===== src/hdl/ezr_pkg.sv =====
package ezr_pkg;

  localparam int TRIG_STEPS = 16;
  localparam int STEP_W = $clog2(TRIG_STEPS);
  localparam int CW = 34;
  localparam int ZW = 33;
  localparam int DW = 38;
  localparam int FRAC = 30;
  localparam int MSTEPS = 24;
  localparam int MSTEP_W = $clog2(MSTEPS);

  localparam logic signed [16:0] HALF_TURN = 17'sd23040;
  localparam logic signed [16:0] FULL_TURN = 17'sd46080;
  localparam logic signed [16:0] QUARTER_TURN = 17'sd11520;
  localparam logic signed [18:0] RAD_SCALE = 19'sd146409;
  localparam logic signed [CW-1:0] GAIN_INV = CW'(652032874);
  localparam logic signed [DW-1:0] Q_ONE = DW'(64'sd1 <<< FRAC);

  typedef enum logic {
    REQ_POS = 1'b0,
    REQ_ATT = 1'b1
  } req_t;

  typedef enum logic [4:0] {
    R_SX, R_CX, R_SY, R_CY, R_SZ, R_CZ, R_CZSY, R_SZSY,
    R_E00, R_E01, R_E02, R_E10, R_E11, R_E12, R_E20, R_E21, R_E22,
    R_PX, R_PY, R_PZ, R_VX, R_VY, R_VZ, R_ONE
  } reg_sel_t;

  typedef enum logic [1:0] {
    OP_LOAD, OP_ADD, OP_SUB, OP_NEG
  } mop_t;

  typedef struct packed {
    reg_sel_t src_a;
    reg_sel_t src_b;
    reg_sel_t dst;
    mop_t     op;
  } uop_t;

  typedef struct packed {
    logic signed [ZW-1:0] z;
    logic                 neg;
  } red_t;

  function automatic logic signed [ZW-1:0] atan_q30(input logic [STEP_W-1:0] i);
    logic [31:0] v;
    case (5'(i))
      5'd0:  v = 32'h3243F6A8;
      5'd1:  v = 32'h1DAC6705;
      5'd2:  v = 32'h0FADBAFC;
      5'd3:  v = 32'h07F56EA6;
      5'd4:  v = 32'h03FEAB76;
      5'd5:  v = 32'h01FFD55B;
      5'd6:  v = 32'h00FFFAAA;
      5'd7:  v = 32'h007FFF55;
      5'd8:  v = 32'h003FFFEA;
      5'd9:  v = 32'h001FFFFD;
      5'd10: v = 32'h000FFFFF;
      5'd11: v = 32'h0007FFFF;
      5'd12: v = 32'h0003FFFF;
      5'd13: v = 32'h0001FFFF;
      5'd14: v = 32'h0000FFFF;
      5'd15: v = 32'h00007FFF;
      5'd16: v = 32'h00003FFF;
      5'd17: v = 32'h00001FFF;
      5'd18: v = 32'h00000FFF;
      5'd19: v = 32'h000007FF;
      5'd20: v = 32'h000003FF;
      5'd21: v = 32'h000001FF;
      5'd22: v = 32'h000000FF;
      5'd23: v = 32'h0000007F;
      default: v = 32'h0;
    endcase
    return signed'({1'b0, v});
  endfunction

  function automatic red_t reduce_angle(input logic signed [15:0] ang);
    logic signed [16:0] a;
    logic signed [35:0] p;
    red_t r;
    a = {ang[15], ang};
    r.neg = 1'b0;
    if (a >= HALF_TURN) a = a - FULL_TURN;
    if (a < -HALF_TURN) a = a + FULL_TURN;
    if (a > QUARTER_TURN) begin
      a = a - HALF_TURN;
      r.neg = 1'b1;
    end else if (a < -QUARTER_TURN) begin
      a = a + HALF_TURN;
      r.neg = 1'b1;
    end
    p = a * RAD_SCALE;
    r.z = p[ZW-1:0];
    return r;
  endfunction

  function automatic uop_t uop(input logic [MSTEP_W-1:0] s);
    uop_t u;
    case (s)
      5'd0:  u = '{R_CZ,   R_SY,  R_CZSY, OP_LOAD};
      5'd1:  u = '{R_SZ,   R_SY,  R_SZSY, OP_LOAD};
      5'd2:  u = '{R_CZ,   R_CY,  R_E00,  OP_LOAD};
      5'd3:  u = '{R_CZSY, R_SX,  R_E01,  OP_LOAD};
      5'd4:  u = '{R_SZ,   R_CX,  R_E01,  OP_SUB};
      5'd5:  u = '{R_CZSY, R_CX,  R_E02,  OP_LOAD};
      5'd6:  u = '{R_SZ,   R_SX,  R_E02,  OP_ADD};
      5'd7:  u = '{R_SZ,   R_CY,  R_E10,  OP_LOAD};
      5'd8:  u = '{R_SZSY, R_SX,  R_E11,  OP_LOAD};
      5'd9:  u = '{R_CZ,   R_CX,  R_E11,  OP_ADD};
      5'd10: u = '{R_SZSY, R_CX,  R_E12,  OP_LOAD};
      5'd11: u = '{R_CZ,   R_SX,  R_E12,  OP_SUB};
      5'd12: u = '{R_SY,   R_ONE, R_E20,  OP_NEG};
      5'd13: u = '{R_CY,   R_SX,  R_E21,  OP_LOAD};
      5'd14: u = '{R_CY,   R_CX,  R_E22,  OP_LOAD};
      5'd15: u = '{R_E00,  R_PX,  R_VX,   OP_LOAD};
      5'd16: u = '{R_E01,  R_PY,  R_VX,   OP_ADD};
      5'd17: u = '{R_E02,  R_PZ,  R_VX,   OP_ADD};
      5'd18: u = '{R_E10,  R_PX,  R_VY,   OP_LOAD};
      5'd19: u = '{R_E11,  R_PY,  R_VY,   OP_ADD};
      5'd20: u = '{R_E12,  R_PZ,  R_VY,   OP_ADD};
      5'd21: u = '{R_E20,  R_PX,  R_VZ,   OP_LOAD};
      5'd22: u = '{R_E21,  R_PY,  R_VZ,   OP_ADD};
      5'd23: u = '{R_E22,  R_PZ,  R_VZ,   OP_ADD};
      default: u = '{R_ONE, R_ONE, R_VZ, OP_ADD};
    endcase
    return u;
  endfunction

  function automatic logic signed [31:0] sat32(input logic signed [DW-1:0] v);
    logic signed [31:0] r;
    if (v > DW'(64'sd2147483647)) r = 32'sh7FFFFFFF;
    else if (v < DW'(-64'sd2147483648)) r = 32'sh80000000;
    else r = v[31:0];
    return r;
  endfunction

endpackage


===== src/hdl/ezr_cordic.sv =====
module ezr_cordic (
  input  logic                          clk,
  input  logic                          rst,
  input  logic                          start,
  input  logic signed [15:0]            angle,
  output logic                          done,
  output logic signed [ezr_pkg::CW-1:0] sin_q,
  output logic signed [ezr_pkg::CW-1:0] cos_q
);
  import ezr_pkg::*;

  logic signed [CW-1:0] x, y, x_next, y_next, dx, dy;
  logic signed [ZW-1:0] z, z_next, at;
  logic                 neg, busy;
  logic [STEP_W-1:0]    step;
  red_t                 red;

  always_comb begin
    red = reduce_angle(angle);
    dx = y >>> step;
    dy = x >>> step;
    at = atan_q30(step);
    if (!z[ZW-1]) begin
      x_next = x - dx;
      y_next = y + dy;
      z_next = z - at;
    end else begin
      x_next = x + dx;
      y_next = y - dy;
      z_next = z + at;
    end
  end

  always_ff @(posedge clk) begin
    if (rst) begin
      busy <= 1'b0;
      done <= 1'b0;
      step <= '0;
    end else begin
      done <= 1'b0;
      if (start) begin
        busy <= 1'b1;
        step <= '0;
        x <= GAIN_INV;
        y <= '0;
        z <= red.z;
        neg <= red.neg;
      end else if (busy) begin
        x <= x_next;
        y <= y_next;
        z <= z_next;
        if (step == STEP_W'(TRIG_STEPS - 1)) begin
          busy <= 1'b0;
          done <= 1'b1;
          sin_q <= neg ? -y_next : y_next;
          cos_q <= neg ? -x_next : x_next;
        end else begin
          step <= step + 1'b1;
        end
      end
    end
  end

endmodule


===== config.mk =====
export PLATFORM = sky130hd
export DESIGN_NAME = ezr_cordic
export DESIGN_NICKNAME = d
export VERILOG_FILES = /design/src/hdl/ezr_pkg.sv /design/src/hdl/ezr_cordic.sv
export SDC_FILE = /design/constraint.sdc
export NUM_CORES = 1
export LEC_CHECK = 0
export ABC_AREA = 1
export BUFFER_PORTS_ARGS = -buffer_cell sky130_fd_sc_hd__buf_2
export CORE_UTILIZATION = 47
export CTS_CLUSTER_SIZE = 28
export DETAILED_ROUTE_END_ITERATION = 10
export GPL_ROUTABILITY_DRIVEN = 0
export SYNTH_ARGS = -nofsm -noshare
export SYNTH_HDL_FRONTEND = slang
export SYNTH_SLANG_ARGS = --single-unit

===== constraint.sdc =====
create_clock -name clk -period 26.9 [get_ports clk]
set_input_delay 4.035 -clock clk [delete_from_list [all_inputs] [get_ports clk]]
set_output_delay 4.035 -clock clk [all_outputs]
set_load 0.02 [all_outputs]

; ---- Word level (Yosys, flattened, before mapping)
; Memory sizes are Yosys's and may differ from the RTL's. A register that Yosys moved wholly into a read port is not among the register bits.
; Cells that the tools add are included.
[word_totals]
regBits = 176
mem_bits_ro = 480
input_bits = 19
memories = 1
[mem_list]
columns = name, words, width, rd, rd_clocked_by_memory_dff, wr, line
row1 = (no name shown), 16, 30, 1, 1, 0, ezr_pkg.sv:48  ; case (5'(i))
[classes]
addsub = 13
n_mul = 1
n_lt_le_gt_ge = 4
eq_ne = 1
shift = 2
mux = 20
n_bitwise = 4
reduce_logical = 7
[ops]
columns = operator, n
row1 = two-way mux 34 bit, 6
row2 = two-way mux 33 bit, 3
row3 = adder 34 bit, 2
row4 = two-way mux 17 bit, 4
row5 = negator 34 bit, 2
row6 = >>> shifter 34 x 4 -> 34 bit, 2
row7 = subtractor 34 bit, 2
row8 = adder 33 bit, 1
row9 = "multiplier 17 x 19 -> 33 bit, second input constant", 1
row10 = subtractor 33 bit, 1
row11 = "adder 17 x 16 -> 17 bit, second input constant", 1
row12 = "adder 17 bit, second input constant", 1
row13 = "greater-than comparator 17 x 15 -> 1 bit, second input constant", 1
row14 = "< comparator 17 x 15 -> 1 bit, second input constant", 1
row15 = "< comparator 17 x 16 -> 1 bit, second input constant", 1
row16 = "subtractor 16 x 17 -> 17 bit, second input constant", 1
row17 = "subtractor 17 x 16 -> 17 bit, second input constant", 1
row18 = ">= comparator 16 bit, second input constant", 1
row19 = two-way mux 4 bit, 2
row20 = AND reduction 2 bit, 3
row21 = two-way mux 1 bit, 5
row22 = "adder 4 x 1 -> 4 bit, second input constant", 1
row23 = "equality test 4 bit, second input constant", 1
row24 = NOT 1 bit, 4
row25 = 4 further kinds, 4

; ---- Depth between registers and ports, before layout
; Gate-level depths: netlist (run 1).
[logic_depth]
depth_word = 9
ltp_mapped = 52
depth_no_buf = 52

; ---- Least setup slack after synthesis (run 1)
; OpenSTA, ideal clock, no wires.
[synth_timing]
kind = input -> register
start = input angle[10]
end = register z[30], data pin
setup_ns = 0.263
arrival_time_ns = 11.217
setup_slack_ns = 15.420
cell_stages = 47
n_path_buf = 0
path_cell_list = inv_1 > ha_1 > nand2_1 > nand2_1 > nand2_1 > nand2_2 > nand2_2 > nand2_1 > nand2_2 > nand3_1 > nand2_1 > nand2_2 > nand2_1 > nand2_1 > inv_1 > ha_1 > a21oi_1 > nor2_1 > [11 not listed] > inv_1 > fa_1 > fa_1 > inv_1 > fa_1 > inv_1 > ha_1 > nand4_1 > nor3_1 > nand4_1 > nand3_1 > nand2_1 > o211ai_1 > a21oi_1 > o21ai_0 > a21oi_1 > o21ai_0 > o21ai_0
[synth_via]
elab_chain_cells = 9
word_cells_on_any_way = 14
[synth_lines]
columns = element, line
row1 = start: declaration, ezr_cordic.sv:5  ; input logic signed [15:0] angle,
row2 = subtractor 16 x 17 -> 17 bit or >= comparator 16 bit (tied branches), ezr_pkg.sv:84  ; if (a >= HALF_TURN) a = a - FULL_TURN;
row3 = two-way mux 17 bit *, ezr_pkg.sv:84
row4 = adder 17 bit or < comparator 17 x 16 -> 1 bit (tied branches), ezr_pkg.sv:85  ; if (a < -HALF_TURN) a = a + FULL_TURN;
row5 = two-way mux 17 bit *, ezr_pkg.sv:85
row6 = adder 17 x 16 -> 17 bit or < comparator 17 x 15 -> 1 bit (tied branches), "ezr_pkg.sv:90, ezr_pkg.sv:89"
row7 = two-way mux 17 bit, ezr_pkg.sv:89  ; end else if (a < -QUARTER_TURN) begin
row8 = two-way mux 17 bit *, ezr_pkg.sv:86  ; if (a > QUARTER_TURN) begin
row9 = multiplier 17 x 19 -> 33 bit *, ezr_pkg.sv:93  ; p = a * RAD_SCALE;
row10 = two-way mux 33 bit *, ezr_cordic.sv:41  ; if (start) begin
row11 = end signal: assignment, ezr_cordic.sv:46  ; z <= red.z;
row12 = end signal: assignment, ezr_cordic.sv:51  ; z <= z_next;
row13 = end: declaration, ezr_cordic.sv:13  ; logic signed [ZW-1:0] z, z_next, at;
; Mark *: on every way between the ends. The rest lies on a longest branch, timed or not.
; A chain may end at the register's enable or synchronous reset.

; ---- Worst setup path after layout (run 1)
; Same ends and word-level chain as after synthesis.

==> key figures, run 1 <==
Route
  • Drt drc: 0
  • Drt initial violations: 1956
  • DRT Pass-1 Iters: 7
  • Routed via count: ~26000
  • DRT Wirelength: approximately 82 mm
  • Final ANT Viol Nets: 0
  • Vias/cell: roughly 5.4
  • Drt wl/cell: roughly 17 µm

Synth
  • Netlist Area Pre-Place: 0.02696 mm²
  • Post-Synthesis Cells: around 4000
  • EDFF count, synth: between 150 and 200
  • Synthesized flop and latch total: a little over 200
  • Yosys cell types: 52
  • Post-synthesis sequential area ratio: 21.53%
  • Syn. warnings: 0
  • Syn nets: roughly 4400
  • Share of synthesized registers carrying an async set or reset: 0%
  • Synthesized area per cell: roughly 6.7 µm²
  • Ys flop type: edfxtp_1

Finish
  • Share of cells above drive strength 1: between 5 and 6%
  • Register area: between 0.005 and 0.006 mm²
  • Fillers: around 5800
  • Nets: ~4500
  • Area grow syn2layout: 7.732%
  • Fin cells: roughly 4800
  • ANT cells: 0
  • Multi-input logic area: about 0.018 mm²

Setup path
  • Worst setup path start: angle[10]
  • Crit. End Element: flop
  • Reg-to-Reg End: sin_q[27]$_DFFE_PP_
  • Crit path required time: around 27 ns
  • R2R cell count: 31
  • Crit path top cell by count: nand2_1
  • Worst path slowest cell: fa_1
  • Crit-path max FO: 7
  • Crit Reg-Reg Startpoint: step[0]$_SDFFE_PP0P_
  • Worst EP arrival: between 10 and 15 ns
  • CP Capture Point: z[30]$_DFFE_PP_
  • R2R Setup Slk: between 20 and 25 ns
  • Slowest stage delay, CP: roughly 0.57 ns
  • Critical path class: in2reg
  • Critical Path Start Type: input pin

STA
  • Final max-slew violation count: 0
  • Total Neg Setup Slack: 0 ns
  • Final Hold Fails: 0
  • Headroom to the max-slew limit: between 20% and 30%
  • Fmax: between 80 and 90 MHz
  • Slew @ Worst Pin: between 1 and 1.5 ns
  • Final Cycle Share: about 44%
  • RSZ-0062 raised after global routing: false
  • Clock Skew: roughly 0.025 ns
  • Hold Slack: 0.5864 ns
  • # setup viols final: 0
  • Post-layout min period: approximately 12 ns

Run
  • Max_cap viols: 0

Outcome
  • Outcome: finished, final reports clean

Global route
  • Global route total overflow: 0
  • Antenna violations before repair: 2
  • Vias in the first global route: around 24000
  • Tot GR Track Use: roughly 27%
  • Largest net degree at the start of global routing: 70
  • First-pass GRT wire length: 128.6 mm

Clocking
  • Hold Buf Count CTS: 0
  • TritonCTS buffer count: 29
  • CTS tree: yes
  • Root Buffer: clkbuf_16
  • Maximum clock path buffer count: 3
  • Clock slew at reported path FFs: ~0.06 ns
  • # resized after CTS: 0
  • Clk sink count: approximately 210
  • Insertion delay to the later sink of the worst-skew pair: approximately 0.6 ns
  • Post-CTS Setup Inserts: 0
  • H-tree levels: 1

Die
  • Die Area: a little under 0.06 mm²
  • Die height: around 240 µm
  • IO Count: 88
  • Die W: between 200 and 250 µm
  • Core region area: 0.05650 mm²
  • Num rows: between 80 and 90
  • Starting Density: 47.72%

Placement
  • Placed cell count: 4794
  • Detailed placement HPWL: approximately 67 mm
  • # port buffers: 87

Hold path
  • Worst Hold Class: reg2reg
==> area by class of cell <==
cell class                 count  share of cell area (%)
tap                          756                   3.257
sequential                   205                   20.01
timing repair buffer         108                   2.051
clock inverter                22                  0.7539
multi-input combinational   3108                   63.45
clock buffer                  30                   2.512
inverter                     617                   7.974
==> kinds of logic after synthesis <==
family / synth area share (%)
and+or+nand+nor: 32.79
AOI/OAI and AO/OA: 10.08
DFF: 21.53
xor gates and xnor gates: 5.523
buffers and inverters: 10.17
adders and majority gates: 19.86
muxes: 0.04177
==> critical path: cells and delay by family <==
| family | cells | cell delay (ns) |
|---|---|---|
| adder cells (fa/ha/maj) | 9 | 3.88 |
| AND/OR/NAND/NOR | 23 | 2.26 |
| AO/OA/AOI/OAI | 9 | 1.49 |
| buffers and inverters | 7 | 0.58 |
==> sequential cells by signal, summed over array words and instances (netlist names) <==
| signal | flops |
|---|---|
| z | 33 |
| busy | 1 |
| y | 34 |
| x | 34 |
| at | 29 |
| sin_q | 34 |
| cos_q | 34 |
| done | 1 |
| step | 4 |
| neg | 1 |
==> metal layers <==
metal | vias to the layer above | wire, µm | GRT usage [%]
li1 | 13250 | - | -
met1 | 12020 | 36820 | 37.34
met2 | 746 | 38340 | 46.18
met3 | 119 | 4355 | 1.920
met4 | 0 | 2429 | 8.093
met5 | - | 0 | 0
==> worst min-delay path by stage <==
| stage | start | end | slack [ns] | cells past startpoint |
|---|---|---|---|---|
| finish | busy$_SDFF_PP0_ | busy$_SDFF_PP0_ | 0.59 | 2 |
| global route | busy$_SDFF_PP0_ | busy$_SDFF_PP0_ | 0.62 | 2 |
| CTS | busy$_SDFF_PP0_ | busy$_SDFF_PP0_ | 0.59 | 2 |
| detailed placement | busy$_SDFF_PP0_ | busy$_SDFF_PP0_ | 0.58 | 2 |
| global placement | busy$_SDFF_PP0_ | busy$_SDFF_PP0_ | 0.57 | 2 |
| floorplan | busy$_SDFF_PP0_ | done$_SDFF_PP0_ | 0.47 | 2 |
==> cells in the final DEF (no fill, tap or decap), types with 11 or more instances in the layout <==
cell type | synthesis | final
nand2_1 | 1023 | 1023
inv_1 | 599 | 597
nand3_1 | 490 | 490
nor2_1 | 370 | 370
ha_1 | 260 | 260
a21oi_1 | 217 | 216
o21ai_0 | 195 | 195
edfxtp_1 | 170 | 170
xor2_1 | 133 | 133
fa_1 | 105 | 105
buf_2 | 29 | 86
nand4_1 | 59 | 59
nor3_1 | 44 | 43
xnor2_1 | 37 | 37
dfxtp_1 | 35 | 31
clkbuf_16 | 0 | 29
buf_4 | 3 | 22
inv_2 | 17 | 19
nand3b_1 | 18 | 18
o21ai_1 | 16 | 16
o211ai_1 | 13 | 13
nand2_2 | 12 | 12
nor2_2 | 12 | 12
or2_2 | 11 | 11
a31oi_1 | 11 | 11
==> cells in the mapped netlist, drive strengths merged, types with 6 or more instances <==
library cell / instances / share of area, %
dfxtp: 35 / 2.6
a21o: 10 / 0.28
a31oi: 11 / 0.26
nand2: 1035 / 15
nor3: 46 / 0.89
fa: 105 / 7.8
xnor2: 37 / 1.2
xor2: 133 / 4.3
nor3b: 6 / 0.17
nor4: 10 / 0.23
clkbuf: 39 / 0.54
nand4: 59 / 1.4
inv: 616 / 8.6
a21oi: 221 / 4.2
nand3: 492 / 9.2
nor2: 383 / 5.5
o21bai: 10 / 0.28
ha: 260 / 12
edfxtp: 170 / 19
o211ai: 13 / 0.36
buf: 54 / 1.0
o21ai: 220 / 4.2
nand3b: 18 / 0.50
or2: 13 / 0.30
==> metrics by stage <==
stage / utilization, % / worst slack, ns / cell area, µm²
floorplan: - / 15.42 / 26960
global placement: 49.73 / 14.56 / 28100
detailed placement: 49.73 / 14.39 / 28100
CTS: 51.41 / 14.97 / 29040
global route: 51.41 / 14.23 / 29040
finish: 51.41 / 14.99 / 29040
Power of run 1 is not shown: default switching activity piles up to over one toggle a cycle in this logic, so the estimate is an artifact.
==> inputs of run 2 (changes only) <==
--- a/config.mk
+++ b/config.mk
@@ -5,7 +5,7 @@
 export SDC_FILE = /design/constraint.sdc
 export NUM_CORES = 1
 export LEC_CHECK = 0
-export ABC_AREA = 1
+export ABC_AREA = 0
 export BUFFER_PORTS_ARGS = -buffer_cell sky130_fd_sc_hd__buf_2
 export CORE_UTILIZATION = 47
 export CTS_CLUSTER_SIZE = 28
==> constraint.sdc (replaced) <==
create_clock -name clk -period 12.1 [get_ports clk]
set_input_delay 1.815 -clock clk [delete_from_list [all_inputs] [get_ports clk]]
set_output_delay 1.815 -clock clk [all_outputs]
set_load 0.02 [all_outputs]
==> key figures, run 2 <==
Synth
  • Ys flop type: edfxtp_1
  • Syn nets: 3260
  • Post-Synthesis Cells: 2876
  • Syn. warnings: 0
  • Synth top area share: between 15 and 20%
  • Post-Synth Simple-Gate Area: between 10% and 20%
  • Synthesized flop and latch total: approximately 210
  • Post-synthesis xor/xnor area fraction: ~8.8%
  • Yosys top cell by area: edfxtp_1
  • Largest family of logic cells by synthesized area: adder cells
  • Synthesized area per cell: roughly 9 µm²
  • Yosys cell types: about 110
  • Commonest cells in the netlist: 260 x ha_1, 252 x inv_1, 220 x nand2_1, 197 x a21oi_1, 193 x nor2_1
  • Netlist Area Pre-Place: about 0.026 mm²
  • Count leader, synth: ha_1
  • EDFF count, synth: 170
  • Synth Area in Compound Gates: a little under a fifth
  • Largest cells by area after synthesis: edfxtp_1 20%, ha_1 12%, fa_1 8.1%, xnor2_1 5.6%, a21oi_1 3.8%
  • Adder-cell share of the synthesized area: between 20% and 30%
  • Post-synthesis mux area share: 9.185%
  • Post-synthesis sequential area ratio: between 20% and 30%
  • Share of synthesized registers carrying an async set or reset: 0%

Finish
  • ANT cells: 0
  • Most common cell after layout, fill and taps aside: ha_1
  • Area grow syn2layout: 7.824%
  • Fillers: 5163
  • Register area: between 0.005 and 0.006 mm²
  • Share of cells above drive strength 1: 10.12%
  • Commonest non-fill, non-tap cells in the layout: 260 x ha_1, 252 x inv_1, 220 x nand2_1, 197 x a21oi_1, 192 x nor2_1
  • Multi-input logic area: about 0.019 mm²
  • Nets: roughly 3300

Die
  • Core region area: roughly 0.055 mm²
  • Num rows: between 80 and 90
  • Die W: 237.6 µm
  • IO Count: 88
  • Die height: ~240 µm
  • Die Area: between 0.05 and 0.06 mm²
  • Starting Density: 47.47%

Setup path
  • Worst EP arrival: 11.19 ns
  • Critical Path Start Type: input pin
  • Critical path class: in2reg
  • Slowest stage delay, CP: roughly 0.60 ns
  • R2R cell count: 21
  • Crit. End Element: flop
  • Crit-path max FO: 6
  • Worst path slowest cell: xnor2_1
  • Crit path required time: between 10 and 15 ns

Run
  • Max_cap viols: 0

Outcome
  • Outcome: finished with violations
  • Failing checks: DRC

Clocking
  • Hold Buf Count CTS: 0
  • TritonCTS buffer count: 29
  • Clock slew at reported path FFs: about 0.06 ns
  • Post-CTS Setup Inserts: 0
  • CTS tree: yes
  • H-tree levels: 1
  • Maximum clock path buffer count: 3
  • Clk sink count: about 210
  • # resized after CTS: 0
  • Insertion delay to the later sink of the worst-skew pair: 0.60 ns
  • Root Buffer: clkbuf_16

STA
  • Post-layout min period: 10.75 ns
  • Fmax: a little over 90 MHz
  • Final Hold Fails: 0
  • Slew @ Worst Pin: 1.023 ns
  • # setup viols final: 0
  • Final Cycle Share: between 80 and 90%
  • Clock Skew: about 0.040 ns
  • Headroom to the max-slew limit: a little under a third
  • RSZ-0062 raised after global routing: false
  • Hold Slack: 0.5797 ns
  • Total Neg Setup Slack: 0 ns
  • Final max-slew violation count: 0

Placement
  • # port buffers: between 80 and 90
  • Detailed placement HPWL: between 50 and 60 mm

Global route
  • Global route total overflow: 0
  • Antenna violations before repair: 0
  • Vias in the first global route: approximately 22000
  • Largest net degree at the start of global routing: 100
  • First-pass GRT wire length: 115.3 mm
  • Tot GR Track Use: about 25%

Route
  • Final ANT Viol Nets: 0
  • Drt initial violations: 1464
  • Drt drc: 1
  • Routed via count: about 22000
  • Vias/cell: roughly 6
  • DRT Pass-1 Iters: 9
  • DRT Wirelength: a little over 70 mm
  • Drt wl/cell: approximately 20 µm

Hold path
  • Hold depth: 2
  • Worst Hold Class: reg2reg
-- run 2: cell count changes in the layout (fill, tap and decap cells not counted), moves of 42 or more --
cell and delta:
a21o_1 +56, mux2i_1 +67, nor2_1 -178, nand2_1 -803
mux4_2 +42, nand3_1 -442, inv_1 -345, xnor2_1 +129
-- run 2: cell type report --
type / count / share of cell area, %
clock buffers: 31 / 2.717
clock inverters: 23 / 0.9782
inverters: 255 / 3.401
multi-input cells: 2305 / 66.88
flip-flops and latches: 205 / 20.67
well taps: 748 / 3.326
repair buffers: 105 / 2.036
-- run 2: metrics by stage --
step	setup slack (ns)	util (%)	std cells	cell area (µm²)
2_1_floorplan	1.771	-	2876	26100
3_5_place_dp	0.8252	49.29	3618	27100
6_report	1.352	51.18	3672	28140
3_3_place_gp	1.111	49.29	3618	27100
5_1_grt	0.6634	51.18	3672	28140
4_1_cts	1.420	51.18	3672	28140
-- run 2: final timing paths --
| check | start | end | slack, ns |
|---|---|---|---|
| worst max-delay path | angle[10] | z[32]$_DFFE_PP_ | 1.35 |
| worst min-delay path | busy$_SDFF_PP0_ | busy$_SDFF_PP0_ | 0.58 |
| worst max register to register | step[1]$_SDFFE_PP0P_ | sin_q[33]$_DFFE_PP_ | 4.25 |
| worst min register to register | busy$_SDFF_PP0_ | busy$_SDFF_PP0_ | 0.58 |
-- run 2: metal layers --
metal | share of wire [%] | global-route usage [%] | vias up | wire length, µm
met5 | 0 | 0 | - | 0
met2 | 50 | 45.21 | 578 | 36250
met4 | 4.0 | 10.03 | 0 | 2867
li1 | - | - | 10510 | -
met3 | 4.0 | 2.276 | 164 | 2910
met1 | 42 | 31.39 | 10660 | 30320
-- run 2: critical path, delay by kind of cell --
kind | cells | cell delay [ns]
buffers and inverters | 7 | 0.61
adder cells (fa/ha/maj) | 9 | 3.89
AND/OR/NAND/NOR | 6 | 1.30
XOR/XNOR | 2 | 0.90
multiplexers | 2 | 0.58
AO/OA/AOI/OAI | 10 | 2.05
-- run 2: cells by family after synthesis --
group	Yosys count
buffers and inverters	366
DFF	205
muxes	157
xor gates and xnor gates	261
AOI/OAI and AO/OA	729
adders and majority gates	365
and+or+nand+nor	793
Power of run 2 is left out for the same reason.
